<file path="config.mk">
export PLATFORM = sky130hd
export DESIGN_NAME = debounced_fault_latch_encoder_unit
export DESIGN_NICKNAME = d
export VERILOG_FILES = /design/src/rtl/dfle_pkg.sv /design/src/rtl/dfle_debounce.sv /design/src/rtl/dfle_core.sv /design/src/rtl/debounced_fault_latch_encoder_unit.sv
export SDC_FILE = /design/constraint.sdc
export NUM_CORES = 1
export LEC_CHECK = 0
export ABC_CLOCK_PERIOD_IN_PS = 6700
export BUFFER_PORTS_ARGS = -buffer_cell sky130_fd_sc_hd__buf_4
export CAP_MARGIN = 5
export CELL_PAD_IN_SITES_DETAIL_PLACEMENT = 1
export CELL_PAD_IN_SITES_GLOBAL_PLACEMENT = 2
export CORE_MARGIN = 10
export CORE_UTILIZATION = 34
export DETAILED_ROUTE_END_ITERATION = 10
export PLACE_DENSITY = 0.74
export SLEW_MARGIN = 30
export SYNTH_ARGS = -nofsm -noshare
export SYNTH_HDL_FRONTEND = slang
export SYNTH_HIERARCHICAL = 1
export SYNTH_SLANG_ARGS = --single-unit
</file>
<file path="constraint.sdc">
create_clock -name clk_i -period 6.7 [get_ports clk_i]
set_clock_uncertainty 0.1 [all_clocks]
set_input_delay 0.67 -clock clk_i [delete_from_list [all_inputs] [get_ports clk_i]]
set_output_delay 0.67 -clock clk_i [all_outputs]
set_load 0.01 [all_outputs]
</file>
<file path="src/rtl/dfle_pkg.sv">
// Package for the debounced fault latch encoder.
// Holds request and result types, fault bit positions, register indexes
// and the customer code table. No dependencies.
package dfle_pkg;

  localparam int unsigned SampleW    = 12;
  localparam int unsigned WordW      = 20;
  localparam int unsigned CodeW      = 5;
  localparam int unsigned PrescaleW  = 4;
  localparam int unsigned VoltCntW   = 3;
  localparam int unsigned CurrCntW   = 5;
  localparam int unsigned CfgIdxW    = 2;

  localparam int unsigned BitOverVolt    = 6;
  localparam int unsigned BitUnderVolt   = 7;
  localparam int unsigned BitOverCurrent = 9;
  localparam int unsigned BitPeak        = 10;

  localparam logic [SampleW-1:0] SampleMax = '1;

  typedef enum logic [CfgIdxW-1:0] {
    CfgOverVoltLimit   = 2'd0,
    CfgUnderVoltLimit  = 2'd1,
    CfgOverCurrLimit   = 2'd2
  } cfg_idx_e;

  typedef struct packed {
    logic [SampleW-1:0] battery_sample;
    logic [SampleW-1:0] current_sample;
    logic               peak_trip;
    logic               clear_request;
  } req_t;

  typedef struct packed {
    logic [WordW-1:0] fault_word;
    logic [CodeW-1:0] fault_code;
    logic [CodeW-1:0] customer_code;
    logic             power_off;
  } rsp_t;

  typedef struct packed {
    logic [SampleW-1:0] over_voltage_limit;
    logic [SampleW-1:0] under_voltage_limit;
    logic [SampleW-1:0] over_current_limit;
  } limits_t;

  typedef struct packed {
    logic advance;
    logic clear;
    logic evaluate;
  } dbnc_ctrl_t;

  function automatic logic [CodeW-1:0] customer_map(input logic [CodeW-1:0] code);
    logic [CodeW-1:0] res;
    unique case (code)
      5'd0:    res = 5'd0;
      5'd1:    res = 5'd25;
      5'd2:    res = 5'd7;
      5'd3:    res = 5'd9;
      5'd4:    res = 5'd22;
      5'd5:    res = 5'd10;
      5'd6:    res = 5'd11;
      5'd7:    res = 5'd1;
      5'd8:    res = 5'd2;
      5'd9:    res = 5'd17;
      5'd10:   res = 5'd12;
      5'd11:   res = 5'd3;
      5'd12:   res = 5'd6;
      5'd13:   res = 5'd4;
      5'd14:   res = 5'd14;
      5'd15:   res = 5'd15;
      5'd16:   res = 5'd16;
      5'd17:   res = 5'd21;
      5'd18:   res = 5'd18;
      5'd19:   res = 5'd19;
      5'd20:   res = 5'd20;
      default: res = 5'd0;
    endcase
    return res;
  endfunction

  function automatic logic [CodeW-1:0] encode_lowest(input logic [WordW-1:0] word);
    logic [CodeW-1:0] res;
    res = '0;
    for (int i = WordW - 1; i >= 0; i--) begin
      if (word[i]) res = CodeW'(i + 1);
    end
    return res;
  endfunction

endpackage

</file>
<file path="src/rtl/dfle_debounce.sv">
// Debounce counter for one fault condition.
// Depends on dfle_pkg for the control struct.
module dfle_debounce #(
  parameter int unsigned CntW  = 3,
  parameter int unsigned Limit = 5
) (
  input  logic               clk_i,
  input  logic               rst_ni,
  input  dfle_pkg::dbnc_ctrl_t ctrl_i,
  input  logic               active_i,
  output logic               hit_o
);
  import dfle_pkg::*;

  localparam logic [CntW-1:0] LimitC = CntW'(Limit);

  logic [CntW-1:0] count_q, count_d, base, inc;

  always_comb begin
    base    = ctrl_i.clear ? '0 : count_q;
    inc     = base + 1'b1;
    hit_o   = 1'b0;
    count_d = count_q;
    if (ctrl_i.advance) begin
      count_d = base;
      if (ctrl_i.evaluate) begin
        if (!active_i) begin
          count_d = '0;
        end else if (inc >= LimitC) begin
          count_d = '0;
          hit_o   = 1'b1;
        end else begin
          count_d = inc;
        end
      end
    end
  end

  always_ff @(posedge clk_i or negedge rst_ni) begin
    if (!rst_ni) begin
      count_q <= '0;
    end else begin
      count_q <= count_d;
    end
  end

endmodule

</file>
<file path="src/rtl/dfle_core.sv">
// Evaluation core: tick prescaler, three debounce counters, fault latch,
// priority encoder and customer mapping. Depends on dfle_pkg, dfle_debounce.
module dfle_core #(
  parameter int unsigned TICKS_PER_CHECK  = 10,
  parameter int unsigned VOLT_DEBOUNCE    = 5,
  parameter int unsigned CURRENT_DEBOUNCE = 20
) (
  input  logic              clk_i,
  input  logic              rst_ni,
  input  logic              advance_i,
  input  dfle_pkg::req_t    req_i,
  input  dfle_pkg::limits_t limits_i,
  output dfle_pkg::rsp_t    rsp_o
);
  import dfle_pkg::*;

  localparam logic [PrescaleW-1:0] TicksC = PrescaleW'(TICKS_PER_CHECK);

  logic [PrescaleW-1:0] pre_q, pre_d, pre_inc;
  logic [WordW-1:0]     word_q, word_d, word_base;
  logic [CodeW-1:0]     code_q, code_d;
  logic                 evaluate;
  logic                 hit_ov, hit_uv, hit_oc;
  dbnc_ctrl_t           ctrl;

  assign pre_inc  = pre_q + 1'b1;
  assign evaluate = pre_inc >= TicksC;

  assign ctrl.advance  = advance_i;
  assign ctrl.clear    = req_i.clear_request;
  assign ctrl.evaluate = evaluate;

  dfle_debounce #(.CntW(VoltCntW), .Limit(VOLT_DEBOUNCE)) u_ov (
    .clk_i, .rst_ni, .ctrl_i(ctrl),
    .active_i(req_i.battery_sample >= limits_i.over_voltage_limit),
    .hit_o(hit_ov)
  );

  dfle_debounce #(.CntW(VoltCntW), .Limit(VOLT_DEBOUNCE)) u_uv (
    .clk_i, .rst_ni, .ctrl_i(ctrl),
    .active_i(req_i.battery_sample <= limits_i.under_voltage_limit),
    .hit_o(hit_uv)
  );

  dfle_debounce #(.CntW(CurrCntW), .Limit(CURRENT_DEBOUNCE)) u_oc (
    .clk_i, .rst_ni, .ctrl_i(ctrl),
    .active_i(req_i.current_sample >= limits_i.over_current_limit),
    .hit_o(hit_oc)
  );

  always_comb begin
    pre_d     = evaluate ? '0 : pre_inc;
    word_base = req_i.clear_request ? '0 : word_q;
    word_d    = word_base;
    code_d    = req_i.clear_request ? '0 : code_q;
    if (evaluate) begin
      word_d[BitOverVolt]    = word_base[BitOverVolt] | hit_ov;
      word_d[BitUnderVolt]   = word_base[BitUnderVolt] | hit_uv;
      word_d[BitOverCurrent] = word_base[BitOverCurrent] | hit_oc;
      word_d[BitPeak]        = word_base[BitPeak] | req_i.peak_trip;
      code_d                 = encode_lowest(word_d);
    end
  end

  always_ff @(posedge clk_i or negedge rst_ni) begin
    if (!rst_ni) begin
      pre_q  <= '0;
      word_q <= '0;
      code_q <= '0;
    end else if (advance_i) begin
      pre_q  <= pre_d;
      word_q <= word_d;
      code_q <= code_d;
    end
  end

  assign rsp_o.fault_word    = word_d;
  assign rsp_o.fault_code    = code_d;
  assign rsp_o.customer_code = customer_map(code_d);
  assign rsp_o.power_off     = |word_d;

endmodule

</file>
<file path="src/rtl/debounced_fault_latch_encoder_unit.sv">
// Top level of the debounced fault latch encoder: limit registers, input
// register, evaluation core and result register. Depends on dfle_pkg, dfle_core.
//
//  channel  valid        stall        payload
//  in       in_valid_i   in_stall_o   battery_sample_i current_sample_i peak_trip_i
//                                     clear_request_i
//  out      out_valid_o  out_stall_i  fault_word_o fault_code_o customer_code_o power_off_o
//  cfg      cfg_we_i     -            cfg_idx_i cfg_data_i
//
// One request per cycle while the result is not stalled; an accepted request passes
// the input register and the core's combinational update into the result register.
// Reset clears the fault word, code, counters and prescaler and sets the limits to defaults.
// A stalled result holds the result register; the input register then fills
// and in_stall_o rises until the result is taken.
module debounced_fault_latch_encoder_unit #(
  parameter int unsigned TICKS_PER_CHECK  = 10,
  parameter int unsigned VOLT_DEBOUNCE    = 5,
  parameter int unsigned CURRENT_DEBOUNCE = 20
) (
  input  logic                          clk_i,
  input  logic                          rst_ni,
  input  logic                          cfg_we_i,
  input  logic [dfle_pkg::CfgIdxW-1:0]  cfg_idx_i,
  input  logic [dfle_pkg::SampleW-1:0]  cfg_data_i,
  input  logic                          in_valid_i,
  output logic                          in_stall_o,
  input  logic [dfle_pkg::SampleW-1:0]  battery_sample_i,
  input  logic [dfle_pkg::SampleW-1:0]  current_sample_i,
  input  logic                          peak_trip_i,
  input  logic                          clear_request_i,
  output logic                          out_valid_o,
  input  logic                          out_stall_i,
  output logic [dfle_pkg::WordW-1:0]    fault_word_o,
  output logic [dfle_pkg::CodeW-1:0]    fault_code_o,
  output logic [dfle_pkg::CodeW-1:0]    customer_code_o,
  output logic                          power_off_o
);
  import dfle_pkg::*;

  limits_t lim_q;
  req_t    req_q;
  rsp_t    rsp, rsp_q;
  logic    req_vld_q, rsp_vld_q;
  logic    advance;

  assign advance    = req_vld_q & (~rsp_vld_q | ~out_stall_i);
  assign in_stall_o = req_vld_q & ~advance;

  always_ff @(posedge clk_i or negedge rst_ni) begin
    if (!rst_ni) begin
      lim_q.over_voltage_limit  <= SampleMax;
      lim_q.under_voltage_limit <= '0;
      lim_q.over_current_limit  <= SampleMax;
    end else if (cfg_we_i) begin
      unique case (cfg_idx_e'(cfg_idx_i))
        CfgOverVoltLimit:  lim_q.over_voltage_limit  <= cfg_data_i;
        CfgUnderVoltLimit: lim_q.under_voltage_limit <= cfg_data_i;
        CfgOverCurrLimit:  lim_q.over_current_limit  <= cfg_data_i;
        default: ;
      endcase
    end
  end

  always_ff @(posedge clk_i or negedge rst_ni) begin
    if (!rst_ni) begin
      req_vld_q <= 1'b0;
      rsp_vld_q <= 1'b0;
    end else begin
      if (!in_stall_o) req_vld_q <= in_valid_i;
      if (advance) begin
        rsp_vld_q <= 1'b1;
      end else if (!out_stall_i) begin
        rsp_vld_q <= 1'b0;
      end
    end
  end

  always_ff @(posedge clk_i) begin
    if (in_valid_i && !in_stall_o) begin
      req_q.battery_sample <= battery_sample_i;
      req_q.current_sample <= current_sample_i;
      req_q.peak_trip      <= peak_trip_i;
      req_q.clear_request  <= clear_request_i;
    end
    if (advance) rsp_q <= rsp;
  end

  dfle_core #(
    .TICKS_PER_CHECK (TICKS_PER_CHECK),
    .VOLT_DEBOUNCE   (VOLT_DEBOUNCE),
    .CURRENT_DEBOUNCE(CURRENT_DEBOUNCE)
  ) u_core (
    .clk_i,
    .rst_ni,
    .advance_i(advance),
    .req_i    (req_q),
    .limits_i (lim_q),
    .rsp_o    (rsp)
  );

  assign out_valid_o     = rsp_vld_q;
  assign fault_word_o    = rsp_q.fault_word;
  assign fault_code_o    = rsp_q.fault_code;
  assign customer_code_o = rsp_q.customer_code;
  assign power_off_o     = rsp_q.power_off;

endmodule
</file>
# Yosys cells after proc, flatten, opt, wreduce, memory -nomap -nowiden
# Memories as Yosys holds them, arrays and structs flattened. A register that Yosys moved wholly into a read port is not among the register bits.
# Index checks and enable logic that the tools add are counted.
# totals
latchBits	0
ram_bits	0
regBits	130
mem_count	1
mem_bits_ro	160
in_bits	45
# op_classes
n_div	0
addsub	4
magnitude_cmp	7
n_bitwise	10
n_shift	0
mux	52
n_reduce_logical	7
eq_ne	3
mul	0
# memory_table
name	depth	width	rd	rd_clocked_by_memory_dff	write_ports	line	rtl
(name not given)	32	5	1	1	0	dfle_pkg.sv:55	unique case (code)
# op_table
op	count
5-bit 2-to-1 mux	26
12-bit >= comparator	2
3-bit 2-to-1 mux	8
20-bit 2-to-1 mux	1
20-bit OR reduction	1
1-bit 2-to-1 mux	14
12-bit less-or-equal comparator	1
3-bit by 1-bit adder with 3-bit output (second input constant)	2
3-bit >= comparator (second input constant)	2
2-bit AND reduction	3
5-bit by 1-bit adder with 5-bit output (second input constant)	1
5-bit >= comparator (second input constant)	1
1-bit bitwise OR	5
4-bit by 1-bit adder with 4-bit output (second input constant)	1
4-bit >= comparator (second input constant)	1
2-bit 2-to-1 mux	2
4-bit 2-to-1 mux	1
1-bit NOT	3
1-bit bitwise AND	2
2-bit by 1-bit == test with 1-bit output (second input constant)	1
2-bit == test (second input constant)	1
2-bit zero test	1
2-bit by 1-bit inequality test with 1-bit output (second input constant)	1
1-bit logical AND	1
1-bit zero test	1

# Logic depth before layout (Yosys ltp)
# Gate-level depths: netlist of the first run.
# depth
depth_word	22
ltp_mapped	23
ltp_nobuf	23

# By module
# The synthesis of the first run kept the hierarchy.
# by_module_without_submodules
mod	cells_per_inst	n_inst	seq_area_each_um2	area_each_um2
debounced_fault_latch_encoder_unit	143	1	2692.6	3184.3
dfle_core	329	1	725.7	2827.7
dfle_debounce (u_core.u_ov ...)	23	2	75.1	222.7
dfle_debounce (u_core.u_oc)	34	1	125.1	329.1

# Worst setup path after synthesis of the first run
# Ideal clock, no wire load.
# synth_timing
path_type	input port to flip-flop
from	input out_stall_i
to	register customer_code_o[0] (netlist name)
setup_time_ns	0.261
arrival_time_ns	6.403
stages	14
slack_ns	-0.064
required_ns	6.339
path_buffers	0
path_cell_list	a21boi_0 > and3_1 > nand2b_1 > a311oi_1 > nor2_1 > a21oi_1 > o22ai_1 > a2111oi_2 > nor2_1 > ha_1 > mux2_2 > a222oi_1 > nor3_1 > a311o_1
# synth_lines
element	line	rtl
start: declaration	debounced_fault_latch_encoder_unit.sv:32	input logic out_stall_i,

==> results.py, run 1 <==
metrics = {
    "run_status": {
        "outcome": "complete, no violations",
    },
    "timing": {
        "report.final.slew_viol_count": 0,
        "finalCriticalPeriod_ns": 5.56,
        "holdWs_ns": 0.187,
        "hold_violations": 0,
        "rsz0062_at_grt": "false",
        "finalSetupViolCount": 0,
        "worst_pin_slew_ns": 0.849,
        "fmax_ghz": 0.180,
        "setup_tns_ns": 0,
        "min_period_over_period_pct": 83.0,
        "timing.slew.headroom_pct": 43.2,
    },
    "yosys": {
        "ys_types": 73,
        "synth_nets": 647,
        "yosys_warnings": 6,
        "synth_flop_cell": "edfxtp_1",
        "ys_seq_area_share_pct": 54.4,
        "synth_edf_count": 57,
        "netlist_instances": 552,
        "yosysTopAreaCell": "edfxtp_1",
        "synth_seq_cells": 135,
        "syn_area_um2": 6790,
        "syn_area_per_cell_um2": 12.3,
        "yosys-top-cells-area": "edfxtp_1 (25%), dfrtp_1 (20%), dfstp_2 (9.3%)",
        "yosys.area.top_type_share_pct": 25.2,
        "async_flop_share_pct": 57.8,
    },
    "die": {
        "boundaryPins": 78,
        "core_area_um2": 19500,
        "initial_core_util_pct": 34.8,
        "die_area_um2": 26000,
        "rows": 51,
        "die_h_um": 161,
        "die_x_um": 161,
    },
    "clock_tree": {
        "cts_tree": "done",
        "hold_buffers": 0,
        "cts-root-buf": "clkbuf_16",
        "htreeDepth": 4,
        "cts_buffers": 17,
        "clockBufferDepth": 2,
        "clk-insertion-delay-late_ns": 0.42,
        "clk_pin_slew_ns": 0.06,
        "clock_sinks": 135,
        "cts_resized": 0,
        "cts_setup_buffers": 0,
    },
    "setup_path": {
        "path_delay_family": "compound AO/OA/AOI/OAI gates",
        "cp_cell_sequence": "ha_1 -> nand2b_1 -> a21o_1 -> a21o_1 -> a21oi_1 -> o21ai_0 -> a221oi_1 -> o21ai_0 -> and3_1 -> nand2b_1 -> a311oi_1 -> o21ai_0 -> o31a_1 -> a311oi_1 -> o311a_1 -> a21oi_1 -> inv_1 -> ha_1 -> mux2_2 -> a222oi_1 -> nor3_1 -> a311o_1",
        "slowest_stage": "dfstp_2",
        "slowest_delay_ns": 0.53,
        "path_buf_inv": 1,
        "start_kind": "flip-flop",
        "arrival_ns": 5.62,
        "worstPathMaxFanout": 7,
        "critPathMostFrequentCell": "o21ai_0",
        "crit_path_end_kind": "flip-flop",
        "r2r_slack_ns": 1.14,
        "worstSetupPathType": "flip-flop to flip-flop",
        "cp.required_ns": 6.76,
    },
    "detailed_routing": {
        "ant_nets": 0,
        "drc": 0,
        "via_per_inst": 4.97,
        "dr.pass1.iters": 4,
        "drt_wl_total_um": 16000,
        "wl_per_cell_um": 17.4,
        "num_vias": 4576,
        "first_iter_violations": 173,
    },
    "pwr": {
        "leakage_uw": 0.00368,
        "pwr_density_cell_nw_per_um2": 309,
        "pwr-share-clk_pct": 35.0,
        "p_int_uw": 1810,
        "pwr-share-comb_pct": 22.8,
        "ir_drop_mv": 0.186,
        "power_switching_share_pct": 29.2,
        "pwr-share-seq_pct": 42.2,
        "switching_power_uw": 747,
    },
    "finish": {
        "layout.nets": 737,
        "layout-drive-gt1-share_pct": 30.4,
        "synthToLayoutAreaGrowth_pct": 21.7,
        "layout_commonest_cell": "buf_4",
        "layout_common_cells": "buf_4 (81), edfxtp_1 (57), dfrtp_1 (54)",
        "fin_area_um2": 8260,
        "diodes": 0,
    },
    "hold_path": {
        "holdCritPathClass": "input port to async pin",
    },
    "placed_design": {
        "dp_hpwl_um": 11400,
        "place_area_um2": 7690,
        "gp_congestion": 0.824,
        "portBuffers": 77,
    },
    "job": {
        "drv_cap": 0,
    },
    "global_route": {
        "antenna_found_initial": 0,
        "grt_pass1_vias": 5066,
        "track_usage_pct": 12.7,
        "grt_start_max_net_pins": 79,
        "grt_pass1_wl_um": 26700,
        "grt_overflow": 0,
    },
}
==> cells in the mapped netlist (3+ instances only) <==
| cell type | instances |
|---|---|
| o21ai_0 | 18 |
| dfrtp_1 | 54 |
| dfstp_2 | 24 |
| a22o_1 | 4 |
| a21o_1 | 9 |
| nand3b_1 | 3 |
| nand2_1 | 26 |
| nor3_1 | 5 |
| xnor2_1 | 3 |
| o21ai_1 | 5 |
| inv_1 | 49 |
| and3_1 | 4 |
| and2_1 | 15 |
| nor4_1 | 7 |
| edfxtp_1 | 57 |
| mux2_2 | 39 |
| or4_1 | 4 |
| nand3_1 | 6 |
| a21oi_1 | 24 |
| xor2_1 | 4 |
| nor2_1 | 25 |
| nand2b_1 | 13 |
| buf_4 | 4 |
| clkbuf_1 | 4 |
| nor2b_1 | 17 |
| nand4_1 | 4 |
| ha_1 | 50 |
| a32o_1 | 10 |
==> final timing paths <==
path                                     startpoint                 end  depth (start not counted)
worst min register to register            req_vld_q         out_valid_o                          1
min in group clk_i              current_sample_i[8]           req_q[10]                          1
worst max register to register             lim_q[0]  customer_code_o[0]                         22
worst max-delay path                       lim_q[0]  customer_code_o[0]                         22
max in group asynchronous                    rst_ni    u_core/word_q[0]                          1
worst min-delay path                         rst_ni    u_core/code_q[1]                          1
==> area by class of cell <==
| class | instances | area, um^2 |
|---|---|---|
| Timing Repair Buffer | 82 | 619 |
| Inverter | 51 | 191 |
| Clock buffer | 21 | 472 |
| Multi-Input combinational cell | 355 | 2850 |
| Fill cell | 2124 | 11300 |
| Clock inverter | 11 | 98.8 |
| Sequential cell | 135 | 3690 |
| Tap cell | 265 | 332 |
==> kinds of logic after synthesis <==
| family | after synthesis | share of synthesized area [%] |
|---|---|---|
| simple gates | 147 | 12.6 |
| flops | 135 | 54.4 |
| compound gates | 108 | 11.9 |
| buf+inv | 62 | 3.69 |
| fa+ha+maj | 50 | 9.22 |
| mux | 41 | 6.77 |
| xor+xnor | 9 | 1.38 |
==> power groups by stage <==
| stage | Clock, uW | Sequential [uW] | Combinational, uW |
|---|---|---|---|
| after CTS | 925 | 1080 | 593 |
| after detailed placement | 0 | 1090 | 586 |
| final | 894 | 1080 | 582 |
| after global routing | 963 | 1090 | 659 |
| after global placement | 0 | 1090 | 566 |
| after floorplan | 0 | 1090 | 383 |
==> metal layers <==
layer,wire length [um],GRT usage (%),part of all wire [%]
met1,7090,14.9,44
met2,8070,22.1,50
met3,701,3.86,4.4
met4,176,3.72,1.1
met5,0,0,0
==> registers in the layout, indices dropped and copies added (netlist names), 4 cells and up <==
signal and count:
u_core/code_q 5, fault_word_o 20, req_q 26, u_core/u_oc/count_q 5, u_core/pre_q 4, fault_code_o 5
lim_q 36, customer_code_o 5, u_core/word_q 20
==> metrics by stage <==
step	power, uW	setup WS (ns)	utilization [%]	cells
finish	2550	1.14	42.3	920
global route	2720	0.731	42.3	920
CTS	2600	1.12	42.3	920
detailed placement	1680	1.14	39.4	888
global placement	1650	1.39	39.4	888
floorplan	1470	0.941	-	552
(Power assumes the default switching activity.)
==> run 2, diff against run 1 <==
ABC_CLOCK_PERIOD_IN_PS = 4600   (was 6700)
clock period = 4.6 ns   (was 6.7 ns; I/O delays follow)
==> results.py, run 2 (same netlist as run 1, synthesis figures left out) <==
metrics = {
    "die": {
        "die_x_um": 161,
        "boundaryPins": 78,
        "core_area_um2": 19500,
        "rows": 51,
        "initial_core_util_pct": 34.8,
        "die_h_um": 161,
        "die_area_um2": 26000,
    },
    "clock_tree": {
        "cts_tree": "done",
        "clock_sinks": 135,
        "htreeDepth": 4,
        "clk_pin_slew_ns": 0.06,
        "clk-insertion-delay-late_ns": 0.42,
        "cts-root-buf": "clkbuf_16",
        "cts_buffers": 17,
        "clockBufferDepth": 2,
    },
    "global_route": {
        "grtUsageMet2_pct": 22.9,
        "grt_pass1_vias": 5168,
        "grt_overflow": 0,
        "use_met3_pct": 3.71,
        "track_usage_pct": 13.3,
        "gr-usage-met1_pct": 15.8,
        "grt-busiest-layer": "met2",
        "grt_start_max_net_pins": 54,
        "grt_pass1_wl_um": 27800,
        "antenna_found_initial": 0,
    },
    "timing": {
        "min_period_over_period_pct": 99.7,
        "setup_tns_ns": 0,
        "finalCriticalPeriod_ns": 4.59,
        "rsz0062_at_grt": "true",
        "fmax_ghz": 0.218,
        "timing.slew.headroom_pct": 48.6,
        "hold_violations": 0,
        "finalSetupViolCount": 0,
        "report.final.slew_viol_count": 0,
        "worst_pin_slew_ns": 0.768,
    },
    "setup_path": {
        "r2r_slack_ns": 0.01,
        "slowest_delay_ns": 0.55,
        "cp_cell_sequence": "ha_4 -> nand2b_4 -> a21o_1 -> a21o_1 -> a21oi_2 -> o21ai_2 -> a221oi_2 -> o21ai_1 -> and3_4 -> nand2b_4 -> a311oi_4 -> o21ai_1 -> o31a_1 -> a311oi_1 -> o311a_1 -> a21oi_2 -> inv_2 -> ha_4 -> mux2_2 -> a222oi_1 -> nor3_1 -> a311o_1",
        "reg2reg_depth": 22,
        "rr_startpoint": "lim_q[0]",
        "slowest_stage": "dfstp_2",
        "cp.required_ns": 4.67,
        "worstSetupPathType": "flip-flop to flip-flop",
        "crit_path_end_kind": "flip-flop",
        "start_kind": "flip-flop",
        "worstPathMaxFanout": 5,
        "worst_r2r_endpoint": "customer_code_o[0]",
        "arrival_ns": 4.66,
    },
    "finish": {
        "utilization_pct": 44.0,
        "largest_register": "lim_q",
        "synthToLayoutAreaGrowth_pct": 26.7,
        "layout-drive-gt1-share_pct": 35.2,
        "diodes": 0,
        "layout_common_cells": "buf_4 (105), edfxtp_1 (57), dfrtp_1 (54)",
        "fin_area_um2": 8600,
        "largest_reg_flops": 36,
        "layout_commonest_cell": "buf_4",
        "layout.nets": 761,
        "top_regs": "lim_q: 36 flops, req_q: 26 flops",
    },
    "placed_design": {
        "dp_hpwl_um": 12000,
        "place_area_um2": 7840,
        "gp_congestion": 0.805,
        "portBuffers": 77,
    },
    "run_status": {
        "outcome": "complete, no violations",
    },
    "detailed_routing": {
        "ant_nets": 0,
        "drt_wl_total_um": 16600,
        "via_per_inst": 4.91,
        "drc": 0,
        "wl_per_cell_um": 17.6,
        "first_iter_violations": 139,
        "num_vias": 4638,
        "dr.pass1.iters": 4,
    },
    "pwr": {
        "finalPower_uw": 3930,
        "pwr_density_cell_nw_per_um2": 458,
        "leakage_uw": 0.00383,
        "ir_drop_mv": 0.262,
    },
    "hold_path": {
        "holdCritPathClass": "input port to flip-flop",
        "hp-start": "battery_sample_i[6]",
        "holdPathEnd": "req_q[20]",
        "hold_depth": 1,
    },
    "job": {
        "drv_cap": 0,
    },
}
## run 2: cell count changes in the layout (fill, tap and decap cells not counted), moves of 3 or more
cell / previous run / this run
o21ai_1: 5 / 9
inv_6: 1 / 5
clkinv_2: 5 / 2
o21ai_0: 18 / 13
buf_4: 81 / 105
clkinv_4: 4 / 1
## run 2: how the worst max path moves through the flow
stage	end	slack, ns	start	cells past startpoint
3_5_place_dp	customer_code_o[0]	-0.42	lim_q[0]	22
2_1_floorplan	customer_code_o[0]	0.04	lim_q[0]	22
6_report	customer_code_o[0]	0.01	lim_q[0]	22
5_1_grt	customer_code_o[0]	-0.25	lim_q[0]	22
3_3_place_gp	customer_code_o[0]	-0.18	lim_q[24]	19
4_1_cts	customer_code_o[0]	-0.02	lim_q[0]	22
## run 2: power by group
| part | total [uW] | internal [uW] | switching, uW |
|---|---|---|---|
| clock network | 1390 | 852 | 535 |
| logic | 979 | 457 | 522 |
| registers | 1570 | 1470 | 100 |
## run 2: metrics by stage
step | hold slack (ns) | std cells | worst slack (ns)
6_report | 0.115 | 944 | 0.0117
5_1_grt | 0.0913 | 944 | -0.252
4_1_cts | 0.0942 | 944 | -0.0179
3_5_place_dp | 0.359 | 906 | -0.422
3_3_place_gp | 0.355 | 906 | -0.179
2_1_floorplan | 0.0644 | 552 | 0.0355
## run 2: worst max-delay path: cells and delay by family (launching register included)
family	cells	cell delay, ns
buffers and inverters	1	0.09
AND/OR/NAND/NOR	4	0.48
multiplexers	1	0.26
adder cells (fa/ha/maj)	2	0.35
AO/OA/AOI/OAI	14	2.50
flip-flops	1	0.55
## run 2: layout make-up
type	instances	area, um^2
Multi-Input combinational cell	355	2970
Clock buffer	20	468
Fill cell	2100	10900
Tap cell	265	332
Clock inverter	12	138
Timing Repair Buffer	106	798
Sequential cell	135	3690
Inverter	51	194
## run 2: timing repair
action | in CTS | in global routing
gates resized for setup | 21 | 4
cloned | 0 | 0
hold buffers | 1 | 0
pin swaps | 16 | 3
endpoints found under the setup margin | 3 | 4
endpoints found under the hold margin | 18 | 0
setup buffers | 5 | 2
## run 2: layer usage
metal  wire length, um  part of all wire, %  vias up
met5                 0                    0        -
li1                  -                    -     2247
met3               634                  3.8       13
met4               171                  1.0        0
met1              7390                   44     2284
met2              8440                   51       94
